File: src/hdl/acq_pkg.sv
`timescale 1ns / 1ps
`default_nettype none
// ----------------------------------------------------------------------------
// Alert confirmation qualifier package
// Shared types and constants for the alert confirmation qualifier.
// ----------------------------------------------------------------------------
package acq_pkg;

   localparam int NUM_CLASSES = 4;
   localparam int CLASS_W     = 2;
   localparam int OPCODE_W    = 2;
   localparam int CONF_W      = 16;
   localparam int SRC_W       = 8;
   localparam int TIME_IN_W   = 32;
   localparam int TOTAL_W     = 24;
   localparam int COUNT_W     = 16;
   localparam int FRAMES_W    = 8;
   localparam int CONFIRM_W   = 8;
   localparam int HOLDOFF_W   = 32;
   localparam int NEG_W       = 2;
   localparam int NUM_CONFIRM = 3;
   localparam int CSR_INDEX_W = 3;
   localparam int CSR_DATA_W  = 32;
   localparam int QUEUE_DEPTH = 2;

   localparam logic [NEG_W-1:0]     NEG_CLEAR     = 2'd3;
   localparam logic [CONFIRM_W-1:0] CONFIRM_RESET = 8'd3;
   localparam logic [HOLDOFF_W-1:0] HOLDOFF_RESET = 32'd30000;

   // Request opcodes.
   localparam logic [OPCODE_W-1:0] OP_FRAME = 2'd0;
   localparam logic [OPCODE_W-1:0] OP_CLEAR = 2'd1;
   localparam logic [OPCODE_W-1:0] OP_QUERY = 2'd2;

   // Alert classes.
   localparam logic [CLASS_W-1:0] CLASS_FALL    = 2'd0;
   localparam logic [CLASS_W-1:0] CLASS_FIRE    = 2'd1;
   localparam logic [CLASS_W-1:0] CLASS_SMOKE   = 2'd2;
   localparam logic [CLASS_W-1:0] CLASS_ANOMALY = 2'd3;

   // Slots of the confirm register array.
   localparam int CONFIRM_FALL       = 0;
   localparam int CONFIRM_FIRE_SMOKE = 1;
   localparam int CONFIRM_ANOMALY    = 2;

   // Register indexes of the control port.
   localparam logic [CSR_INDEX_W-1:0] CSR_FALL_CONFIRM       = 3'd0;
   localparam logic [CSR_INDEX_W-1:0] CSR_FIRE_SMOKE_CONFIRM = 3'd1;
   localparam logic [CSR_INDEX_W-1:0] CSR_ANOMALY_CONFIRM    = 3'd2;
   localparam logic [CSR_INDEX_W-1:0] CSR_FALL_HOLDOFF       = 3'd3;
   localparam logic [CSR_INDEX_W-1:0] CSR_FIRE_HOLDOFF       = 3'd4;
   localparam logic [CSR_INDEX_W-1:0] CSR_SMOKE_HOLDOFF      = 3'd5;
   localparam logic [CSR_INDEX_W-1:0] CSR_ANOMALY_HOLDOFF    = 3'd6;

   typedef enum logic [1:0] {
      KIND_FRAME,
      KIND_CLEAR,
      KIND_QUERY
   } kind_type;

   typedef enum logic [1:0] {
      ST_IDLE,
      ST_CHECK,
      ST_UPDATE,
      ST_DIVIDE
   } back_state_type;

   typedef struct packed {
      kind_type               kind;
      logic [CLASS_W-1:0]     alert_type;
      logic                   positive;
      logic [CONF_W-1:0]      confidence;
      logic [SRC_W-1:0]       source_id;
      logic [TIME_IN_W-1:0]   now_ms;
   } acq_item_type;

   typedef struct packed {
      logic [NUM_CONFIRM-1:0][CONFIRM_W-1:0] confirm;
      logic [NUM_CLASSES-1:0][HOLDOFF_W-1:0] holdoff;
   } acq_cfg_type;

endpackage
`default_nettype wire

File: src/hdl/acq_front.sv
`timescale 1ns / 1ps
`default_nettype none
// ----------------------------------------------------------------------------
// Alert qualifier front end
// Accepts request transactions, decodes the opcode into an item kind and
// holds the items in a short queue for the back end.
// ----------------------------------------------------------------------------
module acq_front import acq_pkg::*; (
   input  wire logic                 clock,
   input  wire logic                 reset,
   input  wire logic                 req_valid,
   output logic                      req_stall,
   input  wire logic [OPCODE_W-1:0]  req_opcode,
   input  wire logic [CLASS_W-1:0]   req_alert_type,
   input  wire logic                 req_positive,
   input  wire logic [CONF_W-1:0]    req_confidence,
   input  wire logic [SRC_W-1:0]     req_source_id,
   input  wire logic [TIME_IN_W-1:0] req_now_ms,
   output logic                      q_valid,
   output acq_item_type              q_item,
   input  wire logic                 q_pop
);

   localparam int PTR_W = $clog2(QUEUE_DEPTH);
   localparam int CNT_W = $clog2(QUEUE_DEPTH + 1);

   acq_item_type     entry_ff [QUEUE_DEPTH];
   logic [PTR_W-1:0] wr_ptr_ff, wr_ptr_in;
   logic [PTR_W-1:0] rd_ptr_ff, rd_ptr_in;
   logic [CNT_W-1:0] count_ff, count_in;
   acq_item_type     item_in;
   logic             push;
   logic             pop;

   always_comb begin
      item_in.alert_type = req_alert_type;
      item_in.positive   = req_positive;
      item_in.confidence = req_confidence;
      item_in.source_id  = req_source_id;
      item_in.now_ms     = req_now_ms;
      case (req_opcode)
         OP_FRAME: item_in.kind = KIND_FRAME;
         OP_CLEAR: item_in.kind = KIND_CLEAR;
         OP_QUERY: item_in.kind = KIND_QUERY;
         // The unused opcode behaves as a query.
         default:  item_in.kind = KIND_QUERY;
      endcase
   end

   assign req_stall = (count_ff == CNT_W'(QUEUE_DEPTH));
   assign push      = req_valid && !req_stall;
   assign q_valid   = (count_ff != '0);
   assign pop       = q_pop && q_valid;
   assign q_item    = entry_ff[rd_ptr_ff];

   always_comb begin
      wr_ptr_in = wr_ptr_ff;
      rd_ptr_in = rd_ptr_ff;
      count_in  = count_ff;
      if (push) begin
         wr_ptr_in = (wr_ptr_ff == PTR_W'(QUEUE_DEPTH - 1)) ? '0 : wr_ptr_ff + PTR_W'(1);
      end
      if (pop) begin
         rd_ptr_in = (rd_ptr_ff == PTR_W'(QUEUE_DEPTH - 1)) ? '0 : rd_ptr_ff + PTR_W'(1);
      end
      if (push && !pop) begin
         count_in = count_ff + CNT_W'(1);
      end else if (pop && !push) begin
         count_in = count_ff - CNT_W'(1);
      end
   end

   always_ff @(posedge clock) begin
      if (reset) begin
         wr_ptr_ff <= '0;
         rd_ptr_ff <= '0;
         count_ff  <= '0;
      end else begin
         wr_ptr_ff <= wr_ptr_in;
         rd_ptr_ff <= rd_ptr_in;
         count_ff  <= count_in;
      end
   end

   always_ff @(posedge clock) begin
      if (push) begin
         entry_ff[wr_ptr_ff] <= item_in;
      end
   end

endmodule
`default_nettype wire

File: src/hdl/acq_div.sv
`timescale 1ns / 1ps
`default_nettype none
// ----------------------------------------------------------------------------
// Alert qualifier divider
// Restoring unsigned divider, one quotient bit per cycle.
// ----------------------------------------------------------------------------
module acq_div #(
   parameter int DIVIDEND_W = 24,
   parameter int DIVISOR_W  = 8
) (
   input  wire logic                  clock,
   input  wire logic                  reset,
   input  wire logic                  start,
   input  wire logic [DIVIDEND_W-1:0] dividend,
   input  wire logic [DIVISOR_W-1:0]  divisor,
   output logic      [DIVIDEND_W-1:0] quotient,
   output logic                       done
);

   localparam int CNT_W = $clog2(DIVIDEND_W + 1);

   logic                  busy_ff, busy_in;
   logic                  done_ff, done_in;
   logic [CNT_W-1:0]      cnt_ff, cnt_in;
   logic [DIVISOR_W-1:0]  rem_ff, rem_in;
   logic [DIVIDEND_W-1:0] quo_ff, quo_in;
   logic [DIVISOR_W-1:0]  divisor_ff, divisor_in;
   logic [DIVISOR_W:0]    rem_shift;
   logic [DIVISOR_W:0]    diff;

   // The partial remainder stays below the divisor, so the top bit of the
   // difference is a clean borrow flag.
   assign rem_shift = {rem_ff, quo_ff[DIVIDEND_W-1]};
   assign diff      = rem_shift - {1'b0, divisor_ff};

   always_comb begin
      busy_in    = busy_ff;
      done_in    = 1'b0;
      cnt_in     = cnt_ff;
      rem_in     = rem_ff;
      quo_in     = quo_ff;
      divisor_in = divisor_ff;
      if (start) begin
         busy_in    = 1'b1;
         cnt_in     = '0;
         rem_in     = '0;
         quo_in     = dividend;
         divisor_in = divisor;
      end else if (busy_ff) begin
         cnt_in = cnt_ff + CNT_W'(1);
         if (!diff[DIVISOR_W]) begin
            rem_in = diff[DIVISOR_W-1:0];
            quo_in = {quo_ff[DIVIDEND_W-2:0], 1'b1};
         end else begin
            rem_in = rem_shift[DIVISOR_W-1:0];
            quo_in = {quo_ff[DIVIDEND_W-2:0], 1'b0};
         end
         if (cnt_ff == CNT_W'(DIVIDEND_W - 1)) begin
            busy_in = 1'b0;
            done_in = 1'b1;
         end
      end
   end

   always_ff @(posedge clock) begin
      if (reset) begin
         busy_ff <= 1'b0;
         done_ff <= 1'b0;
         cnt_ff  <= '0;
      end else begin
         busy_ff <= busy_in;
         done_ff <= done_in;
         cnt_ff  <= cnt_in;
      end
   end

   always_ff @(posedge clock) begin
      rem_ff     <= rem_in;
      quo_ff     <= quo_in;
      divisor_ff <= divisor_in;
   end

   assign quotient = quo_ff;
   assign done     = done_ff;

endmodule
`default_nettype wire

File: src/hdl/acq_back.sv
`timescale 1ns / 1ps
`default_nettype none
// ----------------------------------------------------------------------------
// Alert qualifier back end
// Holds the per-class qualifier state, executes one queued transaction at a
// time and drives the response register.
// ----------------------------------------------------------------------------
module acq_back import acq_pkg::*; #(
   parameter int RUN_MAX   = 255,
   parameter int TIME_BITS = 32
) (
   input  wire logic                  clock,
   input  wire logic                  reset,
   input  wire logic                  q_valid,
   input  wire acq_item_type          q_item,
   output logic                       q_pop,
   input  wire acq_cfg_type           cfg,
   output logic                       rsp_valid,
   input  wire logic                  rsp_stall,
   output logic                       rsp_fired,
   output logic [CLASS_W-1:0]         rsp_result_type,
   output logic [COUNT_W-1:0]         rsp_alert_number,
   output logic [FRAMES_W-1:0]        rsp_confirmed_frames,
   output logic [CONF_W-1:0]          rsp_mean_confidence,
   output logic [TIME_IN_W-1:0]       rsp_first_seen_ms,
   output logic [TIME_IN_W-1:0]       rsp_last_seen_ms,
   output logic [SRC_W-1:0]           rsp_result_source,
   output logic                       rsp_cooldown_active
);

   localparam int RUN_W  = $clog2(RUN_MAX + 1);
   localparam int HCMP_W = (TIME_BITS > HOLDOFF_W) ? TIME_BITS : HOLDOFF_W;
   localparam int CMP_W  = (RUN_W > CONFIRM_W) ? RUN_W : CONFIRM_W;

   // Per-class qualifier state.
   logic                 cooling_ff      [NUM_CLASSES];
   logic [TIME_BITS-1:0] fire_time_ff    [NUM_CLASSES];
   logic                 window_open_ff  [NUM_CLASSES];
   logic [TIME_BITS-1:0] window_start_ff [NUM_CLASSES];
   logic [RUN_W-1:0]     pos_run_ff      [NUM_CLASSES];
   logic [NEG_W-1:0]     neg_run_ff      [NUM_CLASSES];
   logic [TOTAL_W-1:0]   total_ff        [NUM_CLASSES];
   logic [TIME_BITS-1:0] last_pos_ff     [NUM_CLASSES];
   logic [COUNT_W-1:0]   fired_count_ff  [NUM_CLASSES];

   logic                 cooling_in;
   logic [TIME_BITS-1:0] fire_time_in;
   logic                 window_open_in;
   logic [TIME_BITS-1:0] window_start_in;
   logic [RUN_W-1:0]     pos_run_in;
   logic [NEG_W-1:0]     neg_run_in;
   logic [TOTAL_W-1:0]   total_in;
   logic [TIME_BITS-1:0] last_pos_in;
   logic [COUNT_W-1:0]   fired_count_in;

   back_state_type state_ff, state_in;
   acq_item_type   item_ff;
   logic           hold_ff, hold_in;

   logic                 rsp_valid_ff, rsp_valid_in;
   logic                 rsp_fired_ff, rsp_fired_in;
   logic [CLASS_W-1:0]   rsp_type_ff;
   logic [COUNT_W-1:0]   rsp_number_ff, rsp_number_in;
   logic [FRAMES_W-1:0]  rsp_frames_ff, rsp_frames_in;
   logic [CONF_W-1:0]    rsp_mean_ff;
   logic [TIME_IN_W-1:0] rsp_first_ff, rsp_first_in;
   logic [TIME_IN_W-1:0] rsp_last_ff, rsp_last_in;
   logic [SRC_W-1:0]     rsp_source_ff;
   logic                 rsp_cool_ff, rsp_cool_in;

   logic [CLASS_W-1:0]   cls;
   logic [HCMP_W-1:0]    now_wide;
   logic [TIME_BITS-1:0] now_t;
   logic [TIME_BITS-1:0] elapsed;
   logic [CONFIRM_W-1:0] confirm_raw;
   logic [CONFIRM_W-1:0] confirm_eff;
   logic [TOTAL_W:0]     total_sum;
   logic                 fire;
   logic [TOTAL_W-1:0]   div_dividend;
   logic [RUN_W-1:0]     div_divisor;
   logic [TOTAL_W-1:0]   div_quotient;
   logic                 div_done;

   logic out_free;
   logic update_en;
   logic div_start;
   logic load_result;
   logic load_mean;

   assign cls      = item_ff.alert_type;
   assign now_wide = HCMP_W'(item_ff.now_ms);
   assign now_t    = now_wide[TIME_BITS-1:0];

   // Holdoff check, registered ahead of the state update.
   assign elapsed = now_t - fire_time_ff[cls];
   assign hold_in = cooling_ff[cls] &&
                    (HCMP_W'(elapsed) < HCMP_W'(cfg.holdoff[cls]));

   always_comb begin
      case (cls)
         CLASS_FALL:    confirm_raw = cfg.confirm[CONFIRM_FALL];
         CLASS_ANOMALY: confirm_raw = cfg.confirm[CONFIRM_ANOMALY];
         default:       confirm_raw = cfg.confirm[CONFIRM_FIRE_SMOKE];
      endcase
      confirm_eff = (confirm_raw == '0) ? CONFIRM_W'(1) : confirm_raw;
   end

   // New state of the addressed class and the response fields.
   always_comb begin
      cooling_in      = cooling_ff[cls];
      fire_time_in    = fire_time_ff[cls];
      window_open_in  = window_open_ff[cls];
      window_start_in = window_start_ff[cls];
      pos_run_in      = pos_run_ff[cls];
      neg_run_in      = neg_run_ff[cls];
      total_in        = total_ff[cls];
      last_pos_in     = last_pos_ff[cls];
      fired_count_in  = fired_count_ff[cls];
      total_sum       = '0;
      fire            = 1'b0;
      div_dividend    = '0;
      div_divisor     = '0;
      rsp_fired_in    = 1'b0;
      rsp_number_in   = '0;
      rsp_frames_in   = '0;
      rsp_first_in    = '0;
      rsp_last_in     = '0;
      rsp_cool_in     = 1'b0;
      case (item_ff.kind)
         KIND_FRAME: begin
            if (hold_ff) begin
               rsp_cool_in = 1'b1;
            end else begin
               cooling_in = 1'b0;
               if (!window_open_ff[cls]) begin
                  window_open_in  = 1'b1;
                  window_start_in = now_t;
               end
               if (item_ff.positive) begin
                  if (pos_run_ff[cls] < RUN_W'(RUN_MAX)) begin
                     pos_run_in = pos_run_ff[cls] + RUN_W'(1);
                  end
                  neg_run_in  = '0;
                  total_sum   = {1'b0, total_ff[cls]} + (TOTAL_W + 1)'(item_ff.confidence);
                  total_in    = total_sum[TOTAL_W] ? '1 : total_sum[TOTAL_W-1:0];
                  last_pos_in = now_t;
               end else begin
                  if (neg_run_ff[cls] < NEG_CLEAR) begin
                     neg_run_in = neg_run_ff[cls] + NEG_W'(1);
                  end
                  if (neg_run_in == NEG_CLEAR) begin
                     pos_run_in     = '0;
                     total_in       = '0;
                     window_open_in = 1'b0;
                  end
               end
               fire = (CMP_W'(pos_run_in) >= CMP_W'(confirm_eff));
               if (fire) begin
                  fired_count_in = fired_count_ff[cls] + COUNT_W'(1);
                  rsp_fired_in   = 1'b1;
                  rsp_number_in  = fired_count_in;
                  rsp_frames_in  = FRAMES_W'(pos_run_in);
                  rsp_first_in   = TIME_IN_W'(window_start_in);
                  rsp_last_in    = TIME_IN_W'(last_pos_in);
                  div_dividend   = total_in;
                  div_divisor    = pos_run_in;
                  // The holdoff starts now, so elapsed time is zero.
                  rsp_cool_in    = (cfg.holdoff[cls] != '0);
                  cooling_in     = 1'b1;
                  fire_time_in   = now_t;
                  pos_run_in     = '0;
                  total_in       = '0;
                  window_open_in = 1'b0;
               end
            end
         end
         KIND_CLEAR: begin
            cooling_in      = 1'b0;
            fire_time_in    = '0;
            window_open_in  = 1'b0;
            window_start_in = '0;
            pos_run_in      = '0;
            neg_run_in      = '0;
            total_in        = '0;
            last_pos_in     = '0;
            fired_count_in  = '0;
         end
         default: begin
            rsp_cool_in = hold_ff;
         end
      endcase
   end

   acq_div #(
      .DIVIDEND_W (TOTAL_W),
      .DIVISOR_W  (RUN_W)
   ) u_div (
      .clock    (clock),
      .reset    (reset),
      .start    (div_start),
      .dividend (div_dividend),
      .divisor  (div_divisor),
      .quotient (div_quotient),
      .done     (div_done)
   );

   // The response register is empty, or empties in this cycle.
   assign out_free = !rsp_valid_ff || !rsp_stall;

   always_comb begin
      state_in = state_ff;
      case (state_ff)
         ST_IDLE: begin
            if (q_valid && out_free) begin
               state_in = ST_CHECK;
            end
         end
         ST_CHECK: begin
            state_in = ST_UPDATE;
         end
         ST_UPDATE: begin
            state_in = fire ? ST_DIVIDE : ST_IDLE;
         end
         ST_DIVIDE: begin
            if (div_done) begin
               state_in = ST_IDLE;
            end
         end
         default: begin
            state_in = ST_IDLE;
         end
      endcase
   end

   always_comb begin
      q_pop       = 1'b0;
      update_en   = 1'b0;
      div_start   = 1'b0;
      load_result = 1'b0;
      load_mean   = 1'b0;
      case (state_ff)
         ST_IDLE: begin
            q_pop = q_valid && out_free;
         end
         ST_UPDATE: begin
            update_en   = 1'b1;
            div_start   = fire;
            load_result = 1'b1;
         end
         ST_DIVIDE: begin
            load_mean = div_done;
         end
         default: begin
            q_pop = 1'b0;
         end
      endcase
   end

   always_comb begin
      rsp_valid_in = rsp_valid_ff;
      if ((load_result && !fire) || load_mean) begin
         rsp_valid_in = 1'b1;
      end else if (rsp_valid_ff && !rsp_stall) begin
         rsp_valid_in = 1'b0;
      end
   end

   always_ff @(posedge clock) begin
      if (reset) begin
         state_ff     <= ST_IDLE;
         rsp_valid_ff <= 1'b0;
      end else begin
         state_ff     <= state_in;
         rsp_valid_ff <= rsp_valid_in;
      end
   end

   always_ff @(posedge clock) begin
      if (reset) begin
         for (int i = 0; i < NUM_CLASSES; i++) begin
            cooling_ff[i]      <= 1'b0;
            fire_time_ff[i]    <= '0;
            window_open_ff[i]  <= 1'b0;
            window_start_ff[i] <= '0;
            pos_run_ff[i]      <= '0;
            neg_run_ff[i]      <= '0;
            total_ff[i]        <= '0;
            last_pos_ff[i]     <= '0;
            fired_count_ff[i]  <= '0;
         end
      end else if (update_en) begin
         cooling_ff[cls]      <= cooling_in;
         fire_time_ff[cls]    <= fire_time_in;
         window_open_ff[cls]  <= window_open_in;
         window_start_ff[cls] <= window_start_in;
         pos_run_ff[cls]      <= pos_run_in;
         neg_run_ff[cls]      <= neg_run_in;
         total_ff[cls]        <= total_in;
         last_pos_ff[cls]     <= last_pos_in;
         fired_count_ff[cls]  <= fired_count_in;
      end
   end

   always_ff @(posedge clock) begin
      hold_ff <= hold_in;
      if (q_pop) begin
         item_ff <= q_item;
      end
      if (load_result) begin
         rsp_fired_ff  <= rsp_fired_in;
         rsp_type_ff   <= item_ff.alert_type;
         rsp_number_ff <= rsp_number_in;
         rsp_frames_ff <= rsp_frames_in;
         rsp_mean_ff   <= '0;
         rsp_first_ff  <= rsp_first_in;
         rsp_last_ff   <= rsp_last_in;
         rsp_source_ff <= item_ff.source_id;
         rsp_cool_ff   <= rsp_cool_in;
      end else if (load_mean) begin
         rsp_mean_ff <= div_quotient[CONF_W-1:0];
      end
   end

   assign rsp_valid            = rsp_valid_ff;
   assign rsp_fired            = rsp_fired_ff;
   assign rsp_result_type      = rsp_type_ff;
   assign rsp_alert_number     = rsp_number_ff;
   assign rsp_confirmed_frames = rsp_frames_ff;
   assign rsp_mean_confidence  = rsp_mean_ff;
   assign rsp_first_seen_ms    = rsp_first_ff;
   assign rsp_last_seen_ms     = rsp_last_ff;
   assign rsp_result_source    = rsp_source_ff;
   assign rsp_cooldown_active  = rsp_cool_ff;

endmodule
`default_nettype wire

File: src/hdl/alert_confirm_cooldown_qualifier.sv
`timescale 1ns / 1ps
`default_nettype none
// Flow: the back end pops a queued request, checks the holdoff, updates the class
// state and loads the response; a frame that fires also waits for the 24-step
// mean-confidence divider. The back end works on one transaction at a time; a
// two-entry queue takes requests while the back end works.
// Reset: synchronous; clears all class state and loads confirm 3, holdoff 30000.
// ----------------------------------------------------------------------------
// Alert confirmation qualifier
// Per-class consecutive-confirmation debounce with holdoff for four alert
// classes, with the control registers and the front and back ends.
// ----------------------------------------------------------------------------
module alert_confirm_cooldown_qualifier import acq_pkg::*; #(
   parameter int RUN_MAX   = 255,
   parameter int TIME_BITS = 32
) (
   input  wire logic                   clock,
   input  wire logic                   reset,
   input  wire logic                   req_valid,
   output logic                        req_stall,
   input  wire logic [OPCODE_W-1:0]    req_opcode,
   input  wire logic [CLASS_W-1:0]     req_alert_type,
   input  wire logic                   req_positive,
   input  wire logic [CONF_W-1:0]      req_confidence,
   input  wire logic [SRC_W-1:0]       req_source_id,
   input  wire logic [TIME_IN_W-1:0]   req_now_ms,
   output logic                        rsp_valid,
   input  wire logic                   rsp_stall,
   output logic                        rsp_fired,
   output logic [CLASS_W-1:0]          rsp_result_type,
   output logic [COUNT_W-1:0]          rsp_alert_number,
   output logic [FRAMES_W-1:0]         rsp_confirmed_frames,
   output logic [CONF_W-1:0]           rsp_mean_confidence,
   output logic [TIME_IN_W-1:0]        rsp_first_seen_ms,
   output logic [TIME_IN_W-1:0]        rsp_last_seen_ms,
   output logic [SRC_W-1:0]            rsp_result_source,
   output logic                        rsp_cooldown_active,
   input  wire logic                   csr_valid,
   output logic                        csr_ready,
   input  wire logic [CSR_INDEX_W-1:0] csr_index,
   input  wire logic [CSR_DATA_W-1:0]  csr_wdata
);

   acq_cfg_type  cfg_ff, cfg_in;
   logic         q_valid;
   acq_item_type q_item;
   logic         q_pop;

   assign csr_ready = 1'b1;

   // Writes to indexes beyond the register list are dropped.
   always_comb begin
      cfg_in = cfg_ff;
      if (csr_valid && csr_ready) begin
         case (csr_index)
            CSR_FALL_CONFIRM:       cfg_in.confirm[CONFIRM_FALL]       = csr_wdata[CONFIRM_W-1:0];
            CSR_FIRE_SMOKE_CONFIRM: cfg_in.confirm[CONFIRM_FIRE_SMOKE] = csr_wdata[CONFIRM_W-1:0];
            CSR_ANOMALY_CONFIRM:    cfg_in.confirm[CONFIRM_ANOMALY]    = csr_wdata[CONFIRM_W-1:0];
            CSR_FALL_HOLDOFF:       cfg_in.holdoff[CLASS_FALL]    = csr_wdata[HOLDOFF_W-1:0];
            CSR_FIRE_HOLDOFF:       cfg_in.holdoff[CLASS_FIRE]    = csr_wdata[HOLDOFF_W-1:0];
            CSR_SMOKE_HOLDOFF:      cfg_in.holdoff[CLASS_SMOKE]   = csr_wdata[HOLDOFF_W-1:0];
            CSR_ANOMALY_HOLDOFF:    cfg_in.holdoff[CLASS_ANOMALY] = csr_wdata[HOLDOFF_W-1:0];
            default:                cfg_in = cfg_ff;
         endcase
      end
   end

   always_ff @(posedge clock) begin
      if (reset) begin
         for (int i = 0; i < NUM_CONFIRM; i++) begin
            cfg_ff.confirm[i] <= CONFIRM_RESET;
         end
         for (int i = 0; i < NUM_CLASSES; i++) begin
            cfg_ff.holdoff[i] <= HOLDOFF_RESET;
         end
      end else begin
         cfg_ff <= cfg_in;
      end
   end

   acq_front u_front (
      .clock          (clock),
      .reset          (reset),
      .req_valid      (req_valid),
      .req_stall      (req_stall),
      .req_opcode     (req_opcode),
      .req_alert_type (req_alert_type),
      .req_positive   (req_positive),
      .req_confidence (req_confidence),
      .req_source_id  (req_source_id),
      .req_now_ms     (req_now_ms),
      .q_valid        (q_valid),
      .q_item         (q_item),
      .q_pop          (q_pop)
   );

   acq_back #(
      .RUN_MAX   (RUN_MAX),
      .TIME_BITS (TIME_BITS)
   ) u_back (
      .clock                (clock),
      .reset                (reset),
      .q_valid              (q_valid),
      .q_item               (q_item),
      .q_pop                (q_pop),
      .cfg                  (cfg_ff),
      .rsp_valid            (rsp_valid),
      .rsp_stall            (rsp_stall),
      .rsp_fired            (rsp_fired),
      .rsp_result_type      (rsp_result_type),
      .rsp_alert_number     (rsp_alert_number),
      .rsp_confirmed_frames (rsp_confirmed_frames),
      .rsp_mean_confidence  (rsp_mean_confidence),
      .rsp_first_seen_ms    (rsp_first_seen_ms),
      .rsp_last_seen_ms     (rsp_last_seen_ms),
      .rsp_result_source    (rsp_result_source),
      .rsp_cooldown_active  (rsp_cooldown_active)
   );

endmodule
`default_nettype wire

File: config.mk
export PLATFORM = sky130hd
export DESIGN_NAME = alert_confirm_cooldown_qualifier
export DESIGN_NICKNAME = d
export VERILOG_FILES = /design/src/hdl/acq_pkg.sv /design/src/hdl/acq_front.sv /design/src/hdl/acq_div.sv /design/src/hdl/acq_back.sv /design/src/hdl/alert_confirm_cooldown_qualifier.sv
export SDC_FILE = /design/constraint.sdc
export NUM_CORES = 2
export LEC_CHECK = 0
export ABC_AREA = 1
export BUFFER_PORTS_ARGS = -buffer_cell sky130_fd_sc_hd__clkbuf_2
export CORE_MARGIN = 5
export CORE_UTILIZATION = 60
export CTS_CLUSTER_DIAMETER = 150
export DETAILED_ROUTE_END_ITERATION = 10
export GPL_ROUTABILITY_DRIVEN = 0
export PLACE_DENSITY_LB_ADDON = 0.2
export RECOVER_POWER = 25
export SETUP_SLACK_MARGIN = 0.4
export SYNTH_ARGS = -nofsm -noshare
export SYNTH_HDL_FRONTEND = slang
export SYNTH_SLANG_ARGS = --single-unit
File: constraint.sdc
create_clock -name clock -period 36.1 [get_ports clock]
set_input_delay 7.22 -clock clock [delete_from_list [all_inputs] [get_ports clock]]
set_output_delay 7.22 -clock clock [all_outputs]
set_load 0.02 [all_outputs]
==> reports/metrics.cfg <==
[grt]
grt.total_usage_pct=29.5
grt_pass1_wl_mm=219
grt_overflow_total=0
antenna_found_initial=4
grt_pass1_vias=39000
grt_max_degree=203

[timing]
drv_slew=1022
period_share_pct=59.5
tns_ps=0
fin_crit_ps=21490
fmax_mhz=46.5
setup_violations=0
fin_skew_ps=30.0
hold_violations=0
slew_headroom_pct=-548
timing.final.ws_setup_ps=14610
tightestPinTransition_ps=9720
rsz0062_at_grt=no

[logic_synthesis]
synth_area_um2=52300
synthCells=5612
synth_edf_count=907
synth_seq_cells=1098
avgSynthCellArea_um2=9.33
async_reset_ff_share_pct=0
yosysWarningCount=0
synth_flop_cell=edfxtp_1
syn-num-nets=5817
yosysSeqAreaShare_pct=59.3
synth.distinct_cells=53

[drt]
wl_per_cell_um=20.5
drt-pass1-iter-count=6
first_iter_violations=4887
wirelength_mm=142
via_count=41200
viasPerCell=5.94
drtAntennaViolNets=0
drc=0

[setup_path]
path_delay_family=buffers and inverters
worst_setup_path_end_kind=register
r2r-end=u_back.fire_time_ff[3][0]
crit_required_ps=36530
reg2reg_setup_slack_ps=14610
reg2reg_depth=22
critPathSlowestCell=clkbuf_1
crit_chain=clkbuf_1 > clkbuf_1 > clkbuf_1 > nand2_1 > nand3_1 > nand2_1 > nor2_1 > nand2_1 > nor2_1 > nand2_1 > o21ai_0 > inv_1 > ha_1 > a21oi_1 > nor2_1 > a211oi_1 > nand3_1 > nand2_1 > clkbuf_1 > o21ai_0 > nand2_1 > inv_1
timing.rr.start=u_back.cls[0]
path_common_cell=nand2_1
arrival_ps=21920
cp-startpoint=u_back.cls[0]
cp-start-kind=register
max_stage_delay_ps=6920
critPathKind=reg -> reg
critPathBufInv=6
worst-path-max-fanout=202

[place]
post-dp-hpwl_mm=86.7
pre_cts_ws_ps=23550
portBuffers=218

[cts]
h-tree-depth=3
holdBufCountCts=0
root_buffer=clkbuf_16
clock_latency_ps=700
clkSlewWorstSetupHoldPaths_ps=60
numCtsBuffers=114
cts_tree=done
clkSinkCount=1098
post-cts-setup-buffers=0
cts_buffer_depth=3
post_cts_resize_count=0

[min_path]
min_path_type=reg -> reg
min_path_cells=0
min_to=u_back.rsp_result_source[7]
worstHoldStart=u_back.item_ff[39]

[power_and_ir_drop]
ir_drop_v=0.0000867
powerDensity_nw_per_um2=96.0
power.leakage_nw=23.6
totalPowerFinal_mw=5.51

[cells_and_area]
multi_input_area_um2=18200
syn_to_final_growth_pct=9.56
fill_cells=6947
nets=5883
drive_above_1_share_pct=7.45
regArea_um2=31100

[die]
coreArea_um2=86600
initial_utilization_pct=60.4
dieArea_um2=93200
die_w_um=305
die_h_um=305
io_pins=220
rows=108

[run]
cap_violations=18

[outcome]
status=finished with violations
violations=capacitance limit, slew limit

[through the flow]
step | utilization (%) | instance area (um2) | hold slack (ps) | std cells
finish | 66.2 | 57300 | 419 | 6929
global route | 66.2 | 57300 | 425 | 6929
CTS | 66.4 | 57500 | 417 | 6927
detailed placement | 62.3 | 54000 | 407 | 6717
global placement | 62.3 | 54000 | 403 | 6717
floorplan | - | 52300 | 400 | 5612
[cells in the final DEF (no fill, tap or decap), types with 21 or more instances in the layout]
cell type | Yosys | layout
nand2_1 | 1388 | 1383
edfxtp_1 | 907 | 907
nor2_1 | 880 | 876
inv_1 | 409 | 409
a21oi_1 | 343 | 343
o21ai_0 | 340 | 341
nand3_1 | 237 | 239
dfxtp_1 | 191 | 190
clkbuf_2 | 0 | 174
clkbuf_16 | 0 | 117
ha_1 | 101 | 101
clkbuf_1 | 178 | 96
a32o_1 | 95 | 95
o22ai_1 | 49 | 51
xor2_1 | 41 | 41
o211ai_1 | 40 | 40
a211oi_1 | 35 | 35
buf_4 | 22 | 35
o21ai_1 | 35 | 33
clkinv_2 | 0 | 22
nand4_1 | 21 | 21
clkinv_1 | 3 | 21
[how the worst max path moves through the flow]
stage                                                to  depth (start not counted)  slack [ps]
after floorplan                    u_back.cooling_ff[3]                          4       19050
after global placement        u_back.last_pos_ff[1][15]                         11       23650
after detailed placement      u_back.last_pos_ff[0][15]                         11       23550
after CTS                 u_back.window_start_ff[0][31]                         11       24240
after global routing             u_back.u_div.rem_ff[4]                         25       13720
final                         u_back.fire_time_ff[3][0]                         22       14610
[final cells by class]
class                   instances  share of cell area (%)
clock inverters                52                   0.761
diodes                          2                 0.00873
well taps                    1155                    2.52
inverters                     430                    2.85
clock buffers                 158                    5.50
multi-input cells            3761                    31.8
repair buffers                273                    2.42
flip-flops and latches       1098                    54.2
[worst register-to-register path, cell delays in order (launching register included)]
cell      delay (ps)
edfxtp_1         450
clkbuf_1        2270
clkbuf_1        6930
clkbuf_1        3560
nand2_1          190
nand3_1          230
nand2_1          240
nor2_1           210
nand2_1          110
nor2_1           150
nand2_1           80
o21ai_0          850
inv_1            140
ha_1             340
a21oi_1          150
nor2_1            60
a211oi_1         200
nand3_1          430
nand2_1          920
clkbuf_1        2570
o21ai_0          860
nand2_1          230
inv_1             60
[cells in the mapped netlist (16+ instances only)]
master	instances	share of area [%]
clkbuf_1	178	1.3
edfxtp_1	907	52
inv_2	18	0.13
o22ai_1	49	0.59
xnor2_1	17	0.28
xor2_1	41	0.69
nand3_1	237	2.3
o22a_1	16	0.27
ha_1	101	2.4
inv_1	409	2.9
a32o_1	95	1.8
o21ai_1	35	0.33
nor2_1	880	6.3
o211ai_1	40	0.57
buf_1	27	0.19
buf_2	83	0.79
o21ai_0	340	3.3
a21oi_1	343	3.3
nand4_1	21	0.25
buf_4	22	0.32
dfxtp_1	191	7.3
a211oi_1	35	0.50
nand2_1	1388	10
[registers in the layout, summed over array words and instances, names as in the netlist, 16 cells and up]
name and count:
cfg_ff 152, u_back.fire_time_ff 128, u_back.fired_count_ff 64, u_back.item_ff 27
u_back.last_pos_ff 128, u_back.now_t 32, u_back.pos_run_ff 32, u_back.rsp_alert_number 16
u_back.rsp_first_seen_ms 32, u_back.rsp_last_seen_ms 32, u_back.rsp_mean_confidence 16, u_back.total_ff 96
u_back.u_div.quotient 24, u_back.window_start_ff 128, u_front.entry_ff 122
[layer usage]
layer / global-route usage, % / share of wire (%)
met2: 48.8 / 48
met1: 40.1 / 39
met4: 11.6 / 3.9
met3: 3.88 / 9.3
met5: 0 / 0
[power by group]
group	total, mW	switching, mW	leakage (nW)	internal (mW)
combinational	2.69	1.90	11.1	0.796
sequential	1.68	0.0968	10.7	1.58
clock	1.14	0.485	1.77	0.651
total	5.51	2.48	23.6	3.03
[cell families (layout without fill, tap and decap cells)]
group                      Yosys count  in the layout  synth area share [%]
DFF                               1098           1098                  59.3
adders and majority gates          104            104                  2.53
AOI/OAI and AO/OA                 1019           1019                  11.7
buffers and inverters              753            913                  5.94
xor gates and xnor gates            58             58                 0.971
other                                1              3               0.00716
and+or+nand+nor                   2579           2579                  19.5
(Power assumes the default switching activity.)
